<file path="src/fsra_pkg.sv">
// Shared types, codes and widths of the fence-reclaimed slot allocator.
`timescale 1ns / 1ps

package fsra_pkg;

    localparam int POOL_SLOTS_DEF = 16;

    localparam int FUNC_W      = 2;
    localparam int SLOT_W      = 4;
    localparam int FENCE_W     = 64;
    localparam int STATUS_W    = 2;
    localparam int S_TDATA_W   = 136;
    localparam int M_TDATA_W   = 8;
    localparam int QUEUE_DEPTH = 2;
    localparam int QUEUE_AW    = 1;
    localparam int QUEUE_CW    = 2;

    localparam logic [FUNC_W-1:0] FUNC_ALLOC   = 2'd0;
    localparam logic [FUNC_W-1:0] FUNC_SUBMIT  = 2'd1;
    localparam logic [FUNC_W-1:0] FUNC_RECLAIM = 2'd2;

    localparam logic [STATUS_W-1:0] ST_OK            = 2'd0;
    localparam logic [STATUS_W-1:0] ST_NO_FREE       = 2'd1;
    localparam logic [STATUS_W-1:0] ST_FENCE_ZERO    = 2'd2;
    localparam logic [STATUS_W-1:0] ST_NOT_RECORDING = 2'd3;

    typedef enum logic [1:0] {
        OP_ALLOC,
        OP_SUBMIT,
        OP_RECLAIM,
        OP_NOP
    } op_kind_t;

    // One classified item as it waits between the front and the back end.
    typedef struct packed {
        op_kind_t            kind;
        logic [SLOT_W-1:0]   slot;
        logic                fence_zero;
        logic [FENCE_W-1:0]  operand;
    } op_entry_t;

    typedef enum logic [1:0] {
        B_IDLE,
        B_SCAN,
        B_DRAIN,
        B_RESP
    } back_state_t;

endpackage

</file>
<file path="src/fsra_front.sv">
// Front end: accepts input items, decodes the function and queues one operation per item.
`timescale 1ns / 1ps

module fsra_front (
    input  logic                        s_tvalid,
    output logic                        s_tready,
    // func[1:0], slot[5:2], fence_value[69:6], completed_fence[133:70], zero pad
    input  logic [fsra_pkg::S_TDATA_W-1:0] s_tdata,
    input  logic                        q_full,
    output logic                        q_push,
    output fsra_pkg::op_entry_t         q_entry
);

    logic [fsra_pkg::FUNC_W-1:0]  func;
    logic [fsra_pkg::SLOT_W-1:0]  slot;
    logic [fsra_pkg::FENCE_W-1:0] fence_value;
    logic [fsra_pkg::FENCE_W-1:0] completed_fence;

    assign func            = s_tdata[1:0];
    assign slot            = s_tdata[5:2];
    assign fence_value     = s_tdata[69:6];
    assign completed_fence = s_tdata[133:70];

    assign s_tready = !q_full;
    assign q_push   = s_tvalid && !q_full;

    always_comb begin
        case (func)
            fsra_pkg::FUNC_ALLOC:   q_entry.kind = fsra_pkg::OP_ALLOC;
            fsra_pkg::FUNC_SUBMIT:  q_entry.kind = fsra_pkg::OP_SUBMIT;
            fsra_pkg::FUNC_RECLAIM: q_entry.kind = fsra_pkg::OP_RECLAIM;
            default:                q_entry.kind = fsra_pkg::OP_NOP;
        endcase
        q_entry.slot       = slot;
        q_entry.fence_zero = (fence_value == '0);
        // Submit needs only its own fence; allocate and reclaim need only the completed fence.
        q_entry.operand    = (func == fsra_pkg::FUNC_SUBMIT) ? fence_value : completed_fence;
    end

endmodule

</file>
<file path="src/fsra_queue.sv">
// Two-entry queue that decouples the front end from the back end.
`timescale 1ns / 1ps

module fsra_queue (
    input  logic                aclk,
    input  logic                aresetn,
    input  logic                push,
    input  fsra_pkg::op_entry_t push_entry,
    output logic                full,
    input  logic                pop,
    output fsra_pkg::op_entry_t pop_entry,
    output logic                empty
);

    fsra_pkg::op_entry_t                 entry_reg [fsra_pkg::QUEUE_DEPTH];
    logic [fsra_pkg::QUEUE_AW-1:0]       wr_ptr_reg, wr_ptr_next;
    logic [fsra_pkg::QUEUE_AW-1:0]       rd_ptr_reg, rd_ptr_next;
    logic [fsra_pkg::QUEUE_CW-1:0]       count_reg, count_next;
    logic                                do_push, do_pop;

    assign full      = (count_reg == fsra_pkg::QUEUE_CW'(fsra_pkg::QUEUE_DEPTH));
    assign empty     = (count_reg == '0);
    assign do_push   = push && !full;
    assign do_pop    = pop && !empty;
    assign pop_entry = entry_reg[rd_ptr_reg];

    always_comb begin
        wr_ptr_next = do_push ? wr_ptr_reg + 1'b1 : wr_ptr_reg;
        rd_ptr_next = do_pop ? rd_ptr_reg + 1'b1 : rd_ptr_reg;
        count_next  = count_reg;
        if (do_push && !do_pop) begin
            count_next = count_reg + 1'b1;
        end else if (do_pop && !do_push) begin
            count_next = count_reg - 1'b1;
        end
    end

    always_ff @(posedge aclk) begin
        if (!aresetn) begin
            wr_ptr_reg <= '0;
            rd_ptr_reg <= '0;
            count_reg  <= '0;
        end else begin
            wr_ptr_reg <= wr_ptr_next;
            rd_ptr_reg <= rd_ptr_next;
            count_reg  <= count_next;
        end
    end

    always_ff @(posedge aclk) begin
        if (do_push) begin
            entry_reg[wr_ptr_reg] <= push_entry;
        end
    end

endmodule

</file>
<file path="src/fsra_back.sv">
// Back end: slot state, fence memory scan, lowest-free pick and the result register.
`timescale 1ns / 1ps

module fsra_back #(
    parameter int POOL_SLOTS = fsra_pkg::POOL_SLOTS_DEF
) (
    input  logic                           aclk,
    input  logic                           aresetn,
    input  logic                           q_empty,
    input  fsra_pkg::op_entry_t            q_entry,
    output logic                           q_pop,
    output logic                           m_tvalid,
    input  logic                           m_tready,
    output logic [fsra_pkg::M_TDATA_W-1:0] m_tdata
);

    localparam int IDX_W  = (POOL_SLOTS > 1) ? $clog2(POOL_SLOTS) : 1;
    localparam int EXT_W  = ((IDX_W > fsra_pkg::SLOT_W) ? IDX_W : fsra_pkg::SLOT_W) + 1;
    localparam logic [IDX_W-1:0] LAST_IDX = IDX_W'(POOL_SLOTS - 1);

    fsra_pkg::back_state_t state_reg, state_next;
    fsra_pkg::op_entry_t   op_reg;

    logic [IDX_W-1:0]              idx_reg, idx_next;
    logic                          cmp_vld_reg;
    logic [IDX_W-1:0]              cmp_idx_reg;
    logic [fsra_pkg::FENCE_W-1:0]  rd_data_reg;
    logic [fsra_pkg::FENCE_W-1:0]  fence_mem_reg [POOL_SLOTS];
    logic [POOL_SLOTS-1:0]         free_mask_reg, free_mask_next;
    logic [POOL_SLOTS-1:0]         sub_mask_reg, sub_mask_next;
    logic                          m_tvalid_reg;
    logic [fsra_pkg::M_TDATA_W-1:0] m_tdata_reg;

    logic                          out_free;
    logic                          resp_fire;
    logic                          reclaim_hit;
    logic [POOL_SLOTS-1:0]         cmp_onehot;
    logic [EXT_W-1:0]              slot_ext;
    logic [IDX_W-1:0]              slot_addr;
    logic                          slot_in_pool;
    logic [POOL_SLOTS-1:0]         slot_onehot;
    logic                          slot_recording;
    logic [POOL_SLOTS-1:0]         lowest_free;
    logic [EXT_W-1:0]              pick_idx;
    logic                          submit_ok;
    logic                          grant_ok;
    logic [fsra_pkg::STATUS_W-1:0] status;
    logic [fsra_pkg::SLOT_W-1:0]   granted_slot;
    logic                          any_free;

    assign out_free  = !m_tvalid_reg || m_tready;
    assign m_tvalid  = m_tvalid_reg;
    assign m_tdata   = m_tdata_reg;

    // Next state.
    always_comb begin
        state_next = state_reg;
        case (state_reg)
            fsra_pkg::B_IDLE: begin
                if (!q_empty) begin
                    if (q_entry.kind == fsra_pkg::OP_ALLOC ||
                        q_entry.kind == fsra_pkg::OP_RECLAIM) begin
                        state_next = fsra_pkg::B_SCAN;
                    end else begin
                        state_next = fsra_pkg::B_RESP;
                    end
                end
            end
            fsra_pkg::B_SCAN: begin
                if (idx_reg == LAST_IDX) begin
                    state_next = fsra_pkg::B_DRAIN;
                end
            end
            fsra_pkg::B_DRAIN: state_next = fsra_pkg::B_RESP;
            fsra_pkg::B_RESP: begin
                if (out_free) begin
                    state_next = fsra_pkg::B_IDLE;
                end
            end
            default: state_next = fsra_pkg::B_IDLE;
        endcase
    end

    // State outputs.
    always_comb begin
        q_pop     = 1'b0;
        resp_fire = 1'b0;
        idx_next  = idx_reg;
        case (state_reg)
            fsra_pkg::B_IDLE: begin
                q_pop    = !q_empty;
                idx_next = '0;
            end
            fsra_pkg::B_SCAN: idx_next = idx_reg + 1'b1;
            fsra_pkg::B_RESP: resp_fire = out_free;
            default: ;
        endcase
    end

    // The compare works on the registered read data and index, in the cycle after the fence memory read.
    assign cmp_onehot  = POOL_SLOTS'(1) << cmp_idx_reg;
    assign reclaim_hit = cmp_vld_reg && sub_mask_reg[cmp_idx_reg] &&
                         (rd_data_reg <= op_reg.operand);

    assign slot_ext       = EXT_W'(op_reg.slot);
    assign slot_addr      = slot_ext[IDX_W-1:0];
    assign slot_in_pool   = (slot_ext < EXT_W'(POOL_SLOTS));
    assign slot_onehot    = POOL_SLOTS'(1) << slot_addr;
    assign slot_recording = slot_in_pool && !free_mask_reg[slot_addr] && !sub_mask_reg[slot_addr];

    // Isolate the lowest set bit, then encode it.
    assign lowest_free = free_mask_reg & (~free_mask_reg + 1'b1);

    always_comb begin
        pick_idx = '0;
        for (int i = 0; i < POOL_SLOTS; i++) begin
            if (lowest_free[i]) begin
                pick_idx = pick_idx | EXT_W'(i);
            end
        end
    end

    always_comb begin
        status       = fsra_pkg::ST_OK;
        granted_slot = '0;
        submit_ok    = 1'b0;
        grant_ok     = 1'b0;
        any_free     = |free_mask_reg;
        case (op_reg.kind)
            fsra_pkg::OP_ALLOC: begin
                if (free_mask_reg == '0) begin
                    status = fsra_pkg::ST_NO_FREE;
                end else begin
                    grant_ok     = 1'b1;
                    granted_slot = pick_idx[fsra_pkg::SLOT_W-1:0];
                    any_free     = |(free_mask_reg & ~lowest_free);
                end
            end
            fsra_pkg::OP_SUBMIT: begin
                if (op_reg.fence_zero) begin
                    status = fsra_pkg::ST_FENCE_ZERO;
                end else if (!slot_recording) begin
                    status = fsra_pkg::ST_NOT_RECORDING;
                end else begin
                    submit_ok = 1'b1;
                end
            end
            default: ;
        endcase
    end

    always_comb begin
        free_mask_next = free_mask_reg;
        sub_mask_next  = sub_mask_reg;
        if (reclaim_hit) begin
            free_mask_next = free_mask_reg | cmp_onehot;
            sub_mask_next  = sub_mask_reg & ~cmp_onehot;
        end else if (resp_fire && grant_ok) begin
            free_mask_next = free_mask_reg & ~lowest_free;
        end else if (resp_fire && submit_ok) begin
            sub_mask_next = sub_mask_reg | slot_onehot;
        end
    end

    always_ff @(posedge aclk) begin
        if (!aresetn) begin
            state_reg     <= fsra_pkg::B_IDLE;
            idx_reg       <= '0;
            cmp_vld_reg   <= 1'b0;
            free_mask_reg <= '1;
            sub_mask_reg  <= '0;
            m_tvalid_reg  <= 1'b0;
        end else begin
            state_reg     <= state_next;
            idx_reg       <= idx_next;
            cmp_vld_reg   <= (state_reg == fsra_pkg::B_SCAN);
            free_mask_reg <= free_mask_next;
            sub_mask_reg  <= sub_mask_next;
            if (resp_fire) begin
                m_tvalid_reg <= 1'b1;
            end else if (m_tready) begin
                m_tvalid_reg <= 1'b0;
            end
        end
    end

    always_ff @(posedge aclk) begin
        cmp_idx_reg <= idx_reg;
        if (q_pop) begin
            op_reg <= q_entry;
        end
        if (resp_fire) begin
            m_tdata_reg <= {1'b0, any_free, granted_slot, status};
        end
    end

    // Fence memory: one read port for the scan, one write port for submit.
    always_ff @(posedge aclk) begin
        rd_data_reg <= fence_mem_reg[idx_reg];
        if (resp_fire && submit_ok) begin
            fence_mem_reg[slot_addr] <= op_reg.operand;
        end
    end

`ifndef SYNTH
    a_masks_disjoint: assert property (@(posedge aclk) disable iff (!aresetn)
        (free_mask_reg & sub_mask_reg) == '0)
        else $error("slot both free and submitted");

    a_scan_to_drain: assert property (@(posedge aclk) disable iff (!aresetn)
        (state_reg == fsra_pkg::B_SCAN && idx_reg == LAST_IDX) |=>
        (state_reg == fsra_pkg::B_DRAIN && cmp_vld_reg))
        else $error("scan did not end in drain");

    a_cmp_follows_scan: assert property (@(posedge aclk) disable iff (!aresetn)
        cmp_vld_reg |-> (state_reg == fsra_pkg::B_SCAN || state_reg == fsra_pkg::B_DRAIN))
        else $error("compare outside of a scan");

    a_no_free_flag: assert property (@(posedge aclk) disable iff (!aresetn)
        (resp_fire && op_reg.kind == fsra_pkg::OP_ALLOC && !grant_ok) |=>
        (m_tdata_reg[1:0] == fsra_pkg::ST_NO_FREE && !m_tdata_reg[6]))
        else $error("no-free result reports a free slot");
`endif

endmodule

</file>
<file path="src/fence_reclaimed_slot_allocator.sv">
// Top level of the fence-reclaimed slot allocator.
`timescale 1ns / 1ps

// A pool of POOL_SLOTS slots, each free, recording or submitted with a 64-bit fence.
// Every item gives one result. Items enter a two-entry queue, so until it is full
// the input keeps taking items while the back end works and while a result waits
// on m_tready. Allocate and reclaim items go through the back-end states in order:
// idle takes the item from the queue; the fence memory has one read port, so the
// reclaim scan reads and compares one slot fence per cycle; drain finishes the last
// compare; then respond picks the lowest free slot and loads the result once the
// output is free. Submit and unused function codes go from idle straight to respond.
// No clearing pass is needed after reset; the fence memory is read in every scan,
// but only the fences of submitted slots take part in a reclaim.
module fence_reclaimed_slot_allocator #(
    parameter int POOL_SLOTS = fsra_pkg::POOL_SLOTS_DEF
) (
    input  logic                           aclk,
    input  logic                           aresetn,
    input  logic                           s_tvalid,
    output logic                           s_tready,
    // func[1:0], slot[5:2], fence_value[69:6], completed_fence[133:70], zero pad
    input  logic [fsra_pkg::S_TDATA_W-1:0] s_tdata,
    output logic                           m_tvalid,
    input  logic                           m_tready,
    // status[1:0], granted_slot[5:2], any_free[6], zero pad
    output logic [fsra_pkg::M_TDATA_W-1:0] m_tdata
);

    logic                q_full, q_empty, q_push, q_pop;
    fsra_pkg::op_entry_t push_entry, pop_entry;

    fsra_front u_front (
        .s_tvalid (s_tvalid),
        .s_tready (s_tready),
        .s_tdata  (s_tdata),
        .q_full   (q_full),
        .q_push   (q_push),
        .q_entry  (push_entry)
    );

    fsra_queue u_queue (
        .aclk       (aclk),
        .aresetn    (aresetn),
        .push       (q_push),
        .push_entry (push_entry),
        .full       (q_full),
        .pop        (q_pop),
        .pop_entry  (pop_entry),
        .empty      (q_empty)
    );

    fsra_back #(
        .POOL_SLOTS (POOL_SLOTS)
    ) u_back (
        .aclk     (aclk),
        .aresetn  (aresetn),
        .q_empty  (q_empty),
        .q_entry  (pop_entry),
        .q_pop    (q_pop),
        .m_tvalid (m_tvalid),
        .m_tready (m_tready),
        .m_tdata  (m_tdata)
    );

endmodule
</file>
<file path="config.mk">
export PLATFORM = sky130hd
export DESIGN_NAME = fence_reclaimed_slot_allocator
export DESIGN_NICKNAME = d
export VERILOG_FILES = /design/src/fsra_pkg.sv /design/src/fsra_front.sv /design/src/fsra_queue.sv /design/src/fsra_back.sv /design/src/fence_reclaimed_slot_allocator.sv
export SDC_FILE = /design/constraint.sdc
export NUM_CORES = 1
export LEC_CHECK = 0
export ABC_AREA = 1
export BUFFER_PORTS_ARGS = -buffer_cell sky130_fd_sc_hd__buf_2
export CORE_ASPECT_RATIO = 0.8
export CORE_MARGIN = 5
export CORE_UTILIZATION = 35
export CTS_CLUSTER_SIZE = 28
export DETAILED_ROUTE_END_ITERATION = 8
export GPL_TIMING_DRIVEN = 0
export SLEW_MARGIN = 30
export SYNTH_ARGS = -nofsm -noshare
export SYNTH_HDL_FRONTEND = slang
export SYNTH_SLANG_ARGS = --single-unit
</file>
<file path="constraint.sdc">
create_clock -name aclk -period 7.3 [get_ports aclk]
set_clock_uncertainty 0.15 [all_clocks]
set_input_delay 1.095 -clock aclk [delete_from_list [all_inputs] [get_ports aclk]]
set_output_delay 1.095 -clock aclk [all_outputs]
set_load 0.005 [all_outputs]
</file>
# Word-level counts from Yosys, hierarchy flattened
# Memories as Yosys holds them, arrays and structs flattened. A register that Yosys moved wholly into a read port is not among the register bits.
# Index checks and enable logic that the tools add are counted.
# word_totals
memories	2
reg_bits	126
output_inout_bits	10
ramBits	1166
wordCells	146
input_bits	140
# op_classes
magnitude_cmp	4
bitwise_logic	9
n_shift	2
eq_ne	13
add_sub_neg	6
n_reduce_logical	37
n_mux	57
# memory_table
name	depth	width	read_ports	rd_clocked_by_memory_dff	write_ports	line	source
u_back.fence_mem_reg	16	64	1	1	1	fsra_back.sv:28	logic [fsra_pkg::FENCE_W-1:0] fence_mem_reg [POOL_SLOTS];
u_queue.entry_reg	2	71	1	1	1	fsra_queue.sv:15	fsra_pkg::op_entry_t entry_reg [fsra_pkg::QUEUE_DEPTH];
# op_table
op	count
two-way mux 16 bit	5
<= comparator 64 bit	1
logical NOT 64 bit	1
two-way mux 64 bit	1
bitwise AND 16 bit	3
inverter 16 bit	3
two-way mux 4 bit	8
bitwise OR 16 bit	2
OR reduction 16 bit	2
left shift 1 x 4 -> 16 bit, first input constant	2
two-way mux 1 bit	22
two-way mux 2 bit	10
adder 16 x 1 -> 16 bit, second input constant	1
logical NOT 16 bit	1
less-than comparator 4 x 5 -> 1 bit, second input constant	3
binary-select mux 1 bit (select 4 bit)	3
two-way mux 3 bit	4
logical AND 1 bit	11
equality test 2 bit, second input constant	5
logical NOT 2 bit	5
nonzero test 2 bit	5
one-hot mux 2 bit (4 select lines)	1
one-hot mux 4 bit (2 select lines)	1
logical NOT 1 bit	7
other kinds (15)	21

# Depth between registers and ports, before layout
# Gate-level depths: netlist (run 1).
# logic_depth
ltp_word	18
depth_mapped	22
ltp_nobuf	22

# Modules after synthesis
# Synthesis (run 1) repeated with hierarchy kept, for this count alone.
# unflattened
hier_cells	4232
hier_area_um2	54638.7
# modules_own_cells
module	cells_per_inst	area_per_inst_um2	seq_area_each_um2	instances
fsra_back	3769	47657.0	35253.8	1
fsra_queue	259	5723.0	4364.2	1
fsra_front	204	1258.7	0.0	1

# Worst setup path after synthesis (run 1)
# No wires, ideal clock.
# synth_path
path_type	input to register
startpoint	input port m_tready
endpoint	memory u_back.fence_mem_reg[4][0] (netlist bit) (enable)
setup_ns	0.565
required_ns	6.585
path_stages	7
path_buffers	1
arrival_ns	6.302
setup_slack_ns	0.283
path_cell_list	inv_1 > nand2_1 > nand2_1 > nor3_4 > inv_2 > buf_2 > nor3_1
# synth_between
elab_chain_len	5
# synth_rtl
item	line	source
start: declaration	fence_reclaimed_slot_allocator.sv:24	input logic m_tready,
logical OR 1 bit	fsra_back.sv:51	assign out_free = !m_tvalid_reg || m_tready;
two-way mux 1 bit	fsra_back.sv:89	case (state_reg)
logical AND 1 bit	fsra_back.sv:200	if (resp_fire && submit_ok) begin
two-way mux 1 bit	fsra_back.sv:200	
two-way mux 1 bit (implied by the code)	fsra_back.sv:201	fence_mem_reg[slot_addr] <= op_reg.operand;
end: declaration	fsra_back.sv:28	
# Every way passes these cells.

# Final worst setup path (run 1)
# layout_path
startpoint	register u_back.op_reg, in the netlist u_back.slot_addr[0]
endpoint	memory u_back.fence_mem_reg[8][13] (netlist bit) (enable)
# layout_between
elab_chain_len	11
word_cells_on_any_way	15
cone_classes	order compare: 1; mux: 9; reduce/logical: 5
# layout_rtl
item	line	source
start: declaration	fsra_back.sv:22	fsra_pkg::op_entry_t op_reg;
start signal: assignment	fsra_back.sv:190	op_reg <= q_entry;
binary-select mux 1 bit (select 4 bit)	fsra_back.sv:109	assign slot_recording = slot_in_pool && !free_mask_reg[slot_addr] && !sub_mask_reg[slot_addr];
two-way mux 1 bit (implied by the code)	fsra_back.sv:109	
logical NOT 1 bit	fsra_back.sv:109	
logical AND 1 bit (2 in a row)	fsra_back.sv:109	
two-way mux 1 bit	fsra_back.sv:142	end else if (!slot_recording) begin
two-way mux 1 bit	fsra_back.sv:140	if (op_reg.fence_zero) begin
two-way mux 1 bit	fsra_back.sv:129	case (op_reg.kind)
logical AND 1 bit	fsra_back.sv:200	
two-way mux 1 bit	fsra_back.sv:200	
two-way mux 1 bit (implied by the code)	fsra_back.sv:201	
# Several ways; a longest one is shown, not always the timed one. The select of a mux whose other input is x is not followed.

==> impl_metrics.json, run 1 <==
{
  "start_kind": "register",
  "synth_fa_ha_area_share_pct": 1.626,
  "min_period_over_period_pct": 60.96,
  "dieArea_mm2": 0.1619,
  "vdd_ir_drop_max_mv": 0.2441,
  "rows": 128,
  "synthSimpleGateAreaFrac_pct": 8.045,
  "synth_flop_cell": "edfxtp_1",
  "synthTopCellsByArea": "edfxtp_1 (69%), o21ai_0 (6.0%), nor2_1 (4.8%), dfxtp_1 (4.2%), o22ai_1 (3.6%)",
  "grt_max_degree": 21,
  "r2r_cells": 17,
  "io_pins": 150,
  "synth-edff-count": 1244,
  "ctsHoldBuffers": 0,
  "die_w_um": 448.6,
  "pwr-share-comb_pct": 18.2,
  "n_fill_cell": 14010,
  "clkPwrFrac_pct": 32.6,
  "stdcell_area_mm2": 0.06340,
  "setup_ws_ns": 2.850,
  "synth_top_area_cell": "edfxtp_1",
  "via_per_inst": 5.358,
  "insertion_delay_ns": 0.75,
  "finalHoldViolCount": 0,
  "start_util_pct": 35.30,
  "dp_worst_setup_slack_ns": 2.753,
  "wl_per_cell_um": 23.62,
  "die_h_um": 360.9,
  "p_sw_share_pct": 30.66,
  "via_count": 36110,
  "worstPathRequired_ns": 7.59,
  "globalplace.congestion": 0.8836,
  "max_cap_viol_count": 0,
  "port_buffers": 146,
  "min-delay-start": "u_back.idx_reg[0]$_SDFFE_PN0P_",
  "register_area_mm2": 0.03962,
  "cts_resized": 0,
  "synth_mux_area_share_pct": 2.822,
  "drt_iter0_drc": 4339,
  "post-route-util_pct": 41.54,
  "rsz0062_at_grt": "no",
  "synth-compound-area-share_pct": 10.96,
  "synth_seq_area_share_pct": 73.54,
  "root_buffer": "clkbuf_16",
  "reg2reg_slack_ns": 2.85,
  "wl_mm": 159.2,
  "worstPathMaxFanout": 10,
  "report.final.slew_viol_count": 0,
  "largest_reg_flops": 1024,
  "mappedNetlistArea_mm2": 0.05387,
  "cts-buffers-inserted": 141,
  "layout-drive-gt1-share_pct": 15.82,
  "fin_nets": 4815,
  "setup_violations": 0,
  "ys_ff_latch": 1357,
  "synthTopCellsByCount": "edfxtp_1 (1244), nor2_1 (682), o21ai_0 (647), o22ai_1 (308), nand2_1 (229)",
  "hp-class": "reg2reg",
  "syn_area_per_cell_um2": 13.04,
  "coreArea_mm2": 0.1526,
  "status": "complete, no violations",
  "syn_inst": 4131,
  "synth_top_family_by_area": "compound AO/OA/AOI/OAI gates",
  "yosys.area.top_type_share_pct": 69.34,
  "end_kind": "register",
  "grt_first_pass_wirelength_mm": 230.9,
  "holdPathEnd": "u_back.cmp_idx_reg[0]$_DFF_P_",
  "post_cts_buffers": 0,
  "clock_sinks": 1357,
  "ant_nets": 0,
  "pwr-share-seq_pct": 49.2,
  "synth.distinct_cells": 45,
  "clockBufferDepth": 3,
  "multiInputGateArea_mm2": 0.01277,
  "syn_to_final_growth_pct": 17.69,
  "cts_tree": "yes",
  "crit_path_start": "u_back.slot_addr[0]$_DFFE_PP_",
  "firstDrtPassIters": 5,
  "p_int_uw": 14990,
  "path_class": "reg2reg",
  "syn-num-nets": 4341,
  "slew_headroom_pct": 31.19,
  "r2r_end": "u_back.fence_mem_reg[8][13]$_DFFE_PP_",
  "fmax_mhz": 224.7,
  "yosysMostFrequentCell": "edfxtp_1",
  "grt_pass1_vias": 34720,
  "yosys_warnings": 0,
  "p_total_uw": 21620,
  "holdPathStages": 0,
  "track_usage_pct": 18.98,
  "switchingPower_uw": 6629,
  "finalCriticalPeriod_ns": 4.450,
  "synthXorXnorAreaFrac_pct": 0.01626,
  "grt-ovfl-total": 0,
  "hpwl_mm": 112.1,
  "htreeDepth": 4,
  "dpl-instance-area_mm2": 0.05888,
  "power_per_cell_area_mw_per_mm2": 341.0,
  "p_leak_uw": 0.02211,
  "drc": 0,
  "cp.arrival_ns": 4.74,
  "timing.rr.start": "u_back.slot_addr[0]$_DFFE_PP_",
  "synthArstFlopShare_pct": 0,
  "path_clk_slew_ns": 0.07,
  "worstMarginPinSlew_ns": 1.032,
  "antenna_found_initial": 7
}
## per-stage QoR
step	hold slack (ns)	TNS [ns]	cells
detailed placement	0.2350	0	6477
global route	0.2420	0	6736
finish	0.2360	0	6739
floorplan	0.2019	0	4131
global placement	0.2375	-4998.96	6292
CTS	0.2382	0	6736
## power by group through the flow
| stage | logic [uW] | clock network (uW) | registers [uW] |
|---|---|---|---|
| floorplan | 2260 | 0 | 10300 |
| global placement | 3710 | 0 | 10800 |
| detailed placement | 3880 | 0 | 10800 |
| CTS | 3900 | 7130 | 10600 |
| global route | 4300 | 7460 | 10700 |
| finish | 3940 | 7040 | 10600 |
## how the worst max path moves through the flow
| stage | to | slack [ns] | depth (start not counted) |
|---|---|---|---|
| after floorplan | u_back.fence_mem_reg[4][0]$_DFFE_PP_ | 0.28 | 7 |
| after global placement | u_back.fence_mem_reg[8][14]$_DFFE_PP_ | -5.39 | 8 |
| after detailed placement | u_back.fence_mem_reg[8][13]$_DFFE_PP_ | 2.75 | 14 |
| after CTS | u_back.fence_mem_reg[8][10]$_DFFE_PP_ | 2.88 | 17 |
| after global routing | u_back.fence_mem_reg[8][14]$_DFFE_PP_ | 2.58 | 17 |
| final | u_back.fence_mem_reg[8][13]$_DFFE_PP_ | 2.85 | 17 |
## area by class of cell
type                       count  share of cell area, %
sequential                  1357                  62.49
clock inverter                70                 0.9532
buffer                       248                  1.589
multi-input combinational   2362                  20.14
timing repair buffer         331                  3.706
clock buffer                 189                  6.161
inverter                     164                 0.9788
antenna                        3                0.01184
tap                         2015                  3.976
## worst max-delay path, cell delays in order, from the launching register on
cell and delay (ns):
edfxtp_1 0.44, nand2_1 0.15, buf_4 0.22, a21oi_1 0.06, a21oi_1 0.20, nand4_1 0.11
nand3_1 0.15, nand3_2 0.13, nor3_4 0.34, inv_2 0.17, buf_2 0.25, nor3_2 0.53
buf_4 0.31, buf_4 0.21, buf_4 0.17, buf_4 0.19, buf_4 0.17, buf_4 0.18
## kinds of logic after synthesis
group / after synthesis
buf+inv: 412
compound gates: 1085
other cells: 1
xor+xnor: 1
flops: 1357
mux: 135
simple gates: 1070
fa+ha+maj: 70
## layout by cell type, fill, tap and decap left out, drive strengths merged
master,count
edfxtp,1244
nor2,688
o21ai,647
clkbuf,403
buf,365
o22ai,308
nand2,235
inv,168
mux2,135
dfxtp,113
a21oi,98
nand3,79
ha,70
clkinv,53
nor3,24
nor4,21
nand4,18
a22oi,15
bufinv,9
nand3b,4
clkinvlp,4
diode,3
o21a,3
a211oi,3
o31ai,2
o211ai,2
a31oi,1
a21o,1
nor3b,1
o21bai,1
o221ai,1
a21boi,1
a32o,1
o2111ai,1
xor2,1
conb,1
## layer usage
metal	part of all wire, %	up-vias	GRT usage, %
met5	0.014	-	0
met4	2.7	4	5.702
met3	11	256	4.813
met2	44	1740	28.70
met1	43	17890	27.07
li1	-	16220	-
Power figures use the tool's default switching activity.
==> run 2, diff against run 1 <==
==> constraint.sdc (replaced) <==
create_clock -name aclk -period 4.4 [get_ports aclk]
set_clock_uncertainty 0.15 [all_clocks]
set_input_delay 0.66 -clock aclk [delete_from_list [all_inputs] [get_ports aclk]]
set_output_delay 0.66 -clock aclk [all_outputs]
set_load 0.005 [all_outputs]
==> run 2 against run 1 <==
Global-route usage down 0.32 points; design area rose by 0.30%; total power up 67%; via count decreased by 0.66%; non-clock buffer count is 62 lower; combinational power is 69% higher; flip-flop and latch count is the same; worst hold slack worse by 0.17 ns; first-iteration DRC count down 5.0%; sequential power rose by 66%; worst setup slack worse by 2.8 ns; sequential share of layout area shrank 0.19 points; critical path type unchanged; largest power group unchanged.
==> impl_metrics.json, run 2 (synthesis results as in run 1) <==
{
  "status": "complete, no violations",
  "start_kind": "register",
  "cts_tree": "yes",
  "p_sw_share_pct": 30.74,
  "final_common_cell": "edfxtp_1",
  "track_usage_pct": 18.66,
  "path_depth": 9,
  "hpwl_mm": 108.6,
  "vdd_ir_drop_max_mv": 0.4158,
  "grt_max_degree": 21,
  "timing.rr.start": "u_back.idx_reg[0]$_SDFFE_PN0P_",
  "drc": 0,
  "finalCriticalPeriod_ns": 4.346,
  "firstDrtPassIters": 6,
  "syn_to_final_growth_pct": 18.04,
  "rows": 128,
  "grt_pass1_vias": 34330,
  "grt_first_pass_wirelength_mm": 228.2,
  "report.final.slew_viol_count": 0,
  "path_delay_family": "buffers and inverters",
  "finalHoldViolCount": 0,
  "post-route-util_pct": 41.66,
  "via_per_inst": 5.374,
  "crit_top_cell": "buf_2",
  "die_h_um": 360.9,
  "cts_resized": 0,
  "p_total_uw": 36080,
  "port_buffers": 146,
  "reg2reg_slack_ns": 0.05,
  "htreeDepth": 4,
  "coreArea_mm2": 0.1526,
  "p_int_uw": 24990,
  "pwr-share-seq_pct": 48.7,
  "dp_cells": 6407,
  "cp_slowest_cell": "buf_2",
  "r2r_end": "u_back.rd_data_reg[12]$_DFF_P_",
  "insertion_delay_ns": 0.75,
  "n_fill_cell": 13920,
  "clock_sinks": 1357,
  "layout-drive-gt1-share_pct": 14.81,
  "setup_violations": 0,
  "fmax_mhz": 230.1,
  "hp-class": "in2reg",
  "crit_path_end": "u_back.rd_data_reg[12]$_DFF_P_",
  "globalplace.congestion": 0.8915,
  "pwr-share-comb_pct": 18.4,
  "wl_mm": 156.1,
  "io_pins": 150,
  "switchingPower_uw": 11090,
  "layout_common_cells": "edfxtp_1 (1244), nor2_1 (679), o21ai_0 (647), o22ai_1 (308), nand2_1 (229)",
  "root_buffer": "clkbuf_16",
  "worstMarginPinSlew_ns": 1.002,
  "worstPathRequired_ns": 4.86,
  "cp.arrival_ns": 4.81,
  "crit_buf_inv": 5,
  "ant_nets": 0,
  "slew_headroom_pct": 33.21,
  "end_kind": "register",
  "crit_path_start": "u_back.idx_reg[0]$_SDFFE_PN0P_",
  "instances_no_fill": 6674,
  "path_clk_slew_ns": 0.06,
  "path_class": "reg2reg",
  "clkPwrFrac_pct": 32.9,
  "dieArea_mm2": 0.1619,
  "max_cap_viol_count": 0,
  "start_util_pct": 35.30,
  "clockBufferDepth": 3,
  "worstPathMaxFanout": 11,
  "wl_per_cell_um": 23.39,
  "largest_reg_flops": 1024,
  "die_w_um": 448.6,
  "min_period_over_period_pct": 98.76,
  "slowest_delay_ns": 0.62,
  "antenna_found_initial": 16,
  "via_count": 35870,
  "cts-buffers-inserted": 143,
  "rsz0062_at_grt": "no",
  "drt_iter0_drc": 4121,
  "r2r_cells": 9,
  "p_leak_uw": 0.02206,
  "grt-ovfl-total": 0,
  "path_cells": "buf_2 > buf_2 > buf_2 > buf_2 > clkbuf_1 > nor2_1 > o22ai_1 > nand2_1 > a22oi_1",
  "power_per_cell_area_mw_per_mm2": 567.3,
  "fin_nets": 4755,
  "finalSetupTns_ns": 0
}
## run 2: cell count changes in the layout (fill, tap and decap cells not counted), moves of 3 or more
cell,change
nor3_2,-16
buf_6,+68
buf_8,+26
dlygate4sd3_1,+5
nor3_4,+16
clkbuf_8,+10
clkbuf_1,-10
buf_4,-161
inv_6,+3
## run 2: timing repair
item / in CTS / in global routing
hold buffers: 5 / 0
buffers inserted: 0 / 2
hold endpoints to repair: 9 / 0
endpoints found under the setup margin: 0 / 10
## run 2: worst min-delay path by stage
| stage | from | endpoint | slack (ns) | depth (start not counted) |
|---|---|---|---|---|
| 2_1_floorplan | u_back.idx_reg[0]$_SDFFE_PN0P_ | u_back.cmp_idx_reg[0]$_DFF_P_ | 0.20 | 0 |
| 3_3_place_gp | u_back.idx_reg[0]$_SDFFE_PN0P_ | u_back.cmp_idx_reg[0]$_DFF_P_ | 0.24 | 0 |
| 3_5_place_dp | u_back.idx_reg[0]$_SDFFE_PN0P_ | u_back.cmp_idx_reg[0]$_DFF_P_ | 0.25 | 0 |
| 4_1_cts | s_tdata[1] | u_queue.entry_reg[1][70]$_DFFE_PP_ | 0.02 | 2 |
| 5_1_grt | s_tdata[101] | u_queue.entry_reg[0][31]$_DFFE_PP_ | 0.06 | 2 |
| 6_report | s_tdata[1] | u_queue.entry_reg[1][70]$_DFFE_PP_ | 0.07 | 2 |
## run 2: metrics by stage
| stage | area [um2] | hold slack, ns | setup WS [ns] |
|---|---|---|---|
| 3_5_place_dp | 58900 | 0.2491 | 0.08568 |
| 5_1_grt | 63590 | 0.05909 | 0.02002 |
| 6_report | 63590 | 0.06634 | 0.05445 |
| 2_1_floorplan | 53960 | 0.2019 | -0.3983 |
| 4_1_cts | 63560 | 0.01963 | 0.05299 |
| 3_3_place_gp | 57210 | 0.2400 | -3.895 |
## run 2: area by class of cell
type,count,area (um2),share of cell area [%]
sequential,1357,39620,62.30
multi-input combinational,2362,12860,20.22
clock buffer,188,3981,6.261
tap,2015,2521,3.965
timing repair buffer,269,2347,3.691
buffer,248,1007,1.584
clock inverter,70,631.9,0.9936
inverter,164,620.6,0.9759
antenna,1,2.502,0.003935
## run 2: per-layer routing
| layer | part of all wire [%] | track usage [%] | wire length, um |
|---|---|---|---|
| met1 | 44 | 27.24 | 68120 |
| met2 | 44 | 28.10 | 68240 |
| met3 | 9.8 | 3.688 | 15310 |
| met4 | 2.8 | 6.026 | 4361 |
| met5 | 0.052 | 0 | 81 |
## run 2: power groups by stage
stage	combinational [uW]	sequential (uW)	clock, uW
after global routing	7270	17700	12600
after CTS	6490	17600	12000
final	6640	17600	11900
after detailed placement	6450	17900	0
after floorplan	3770	17100	0
after global placement	6130	17900	0
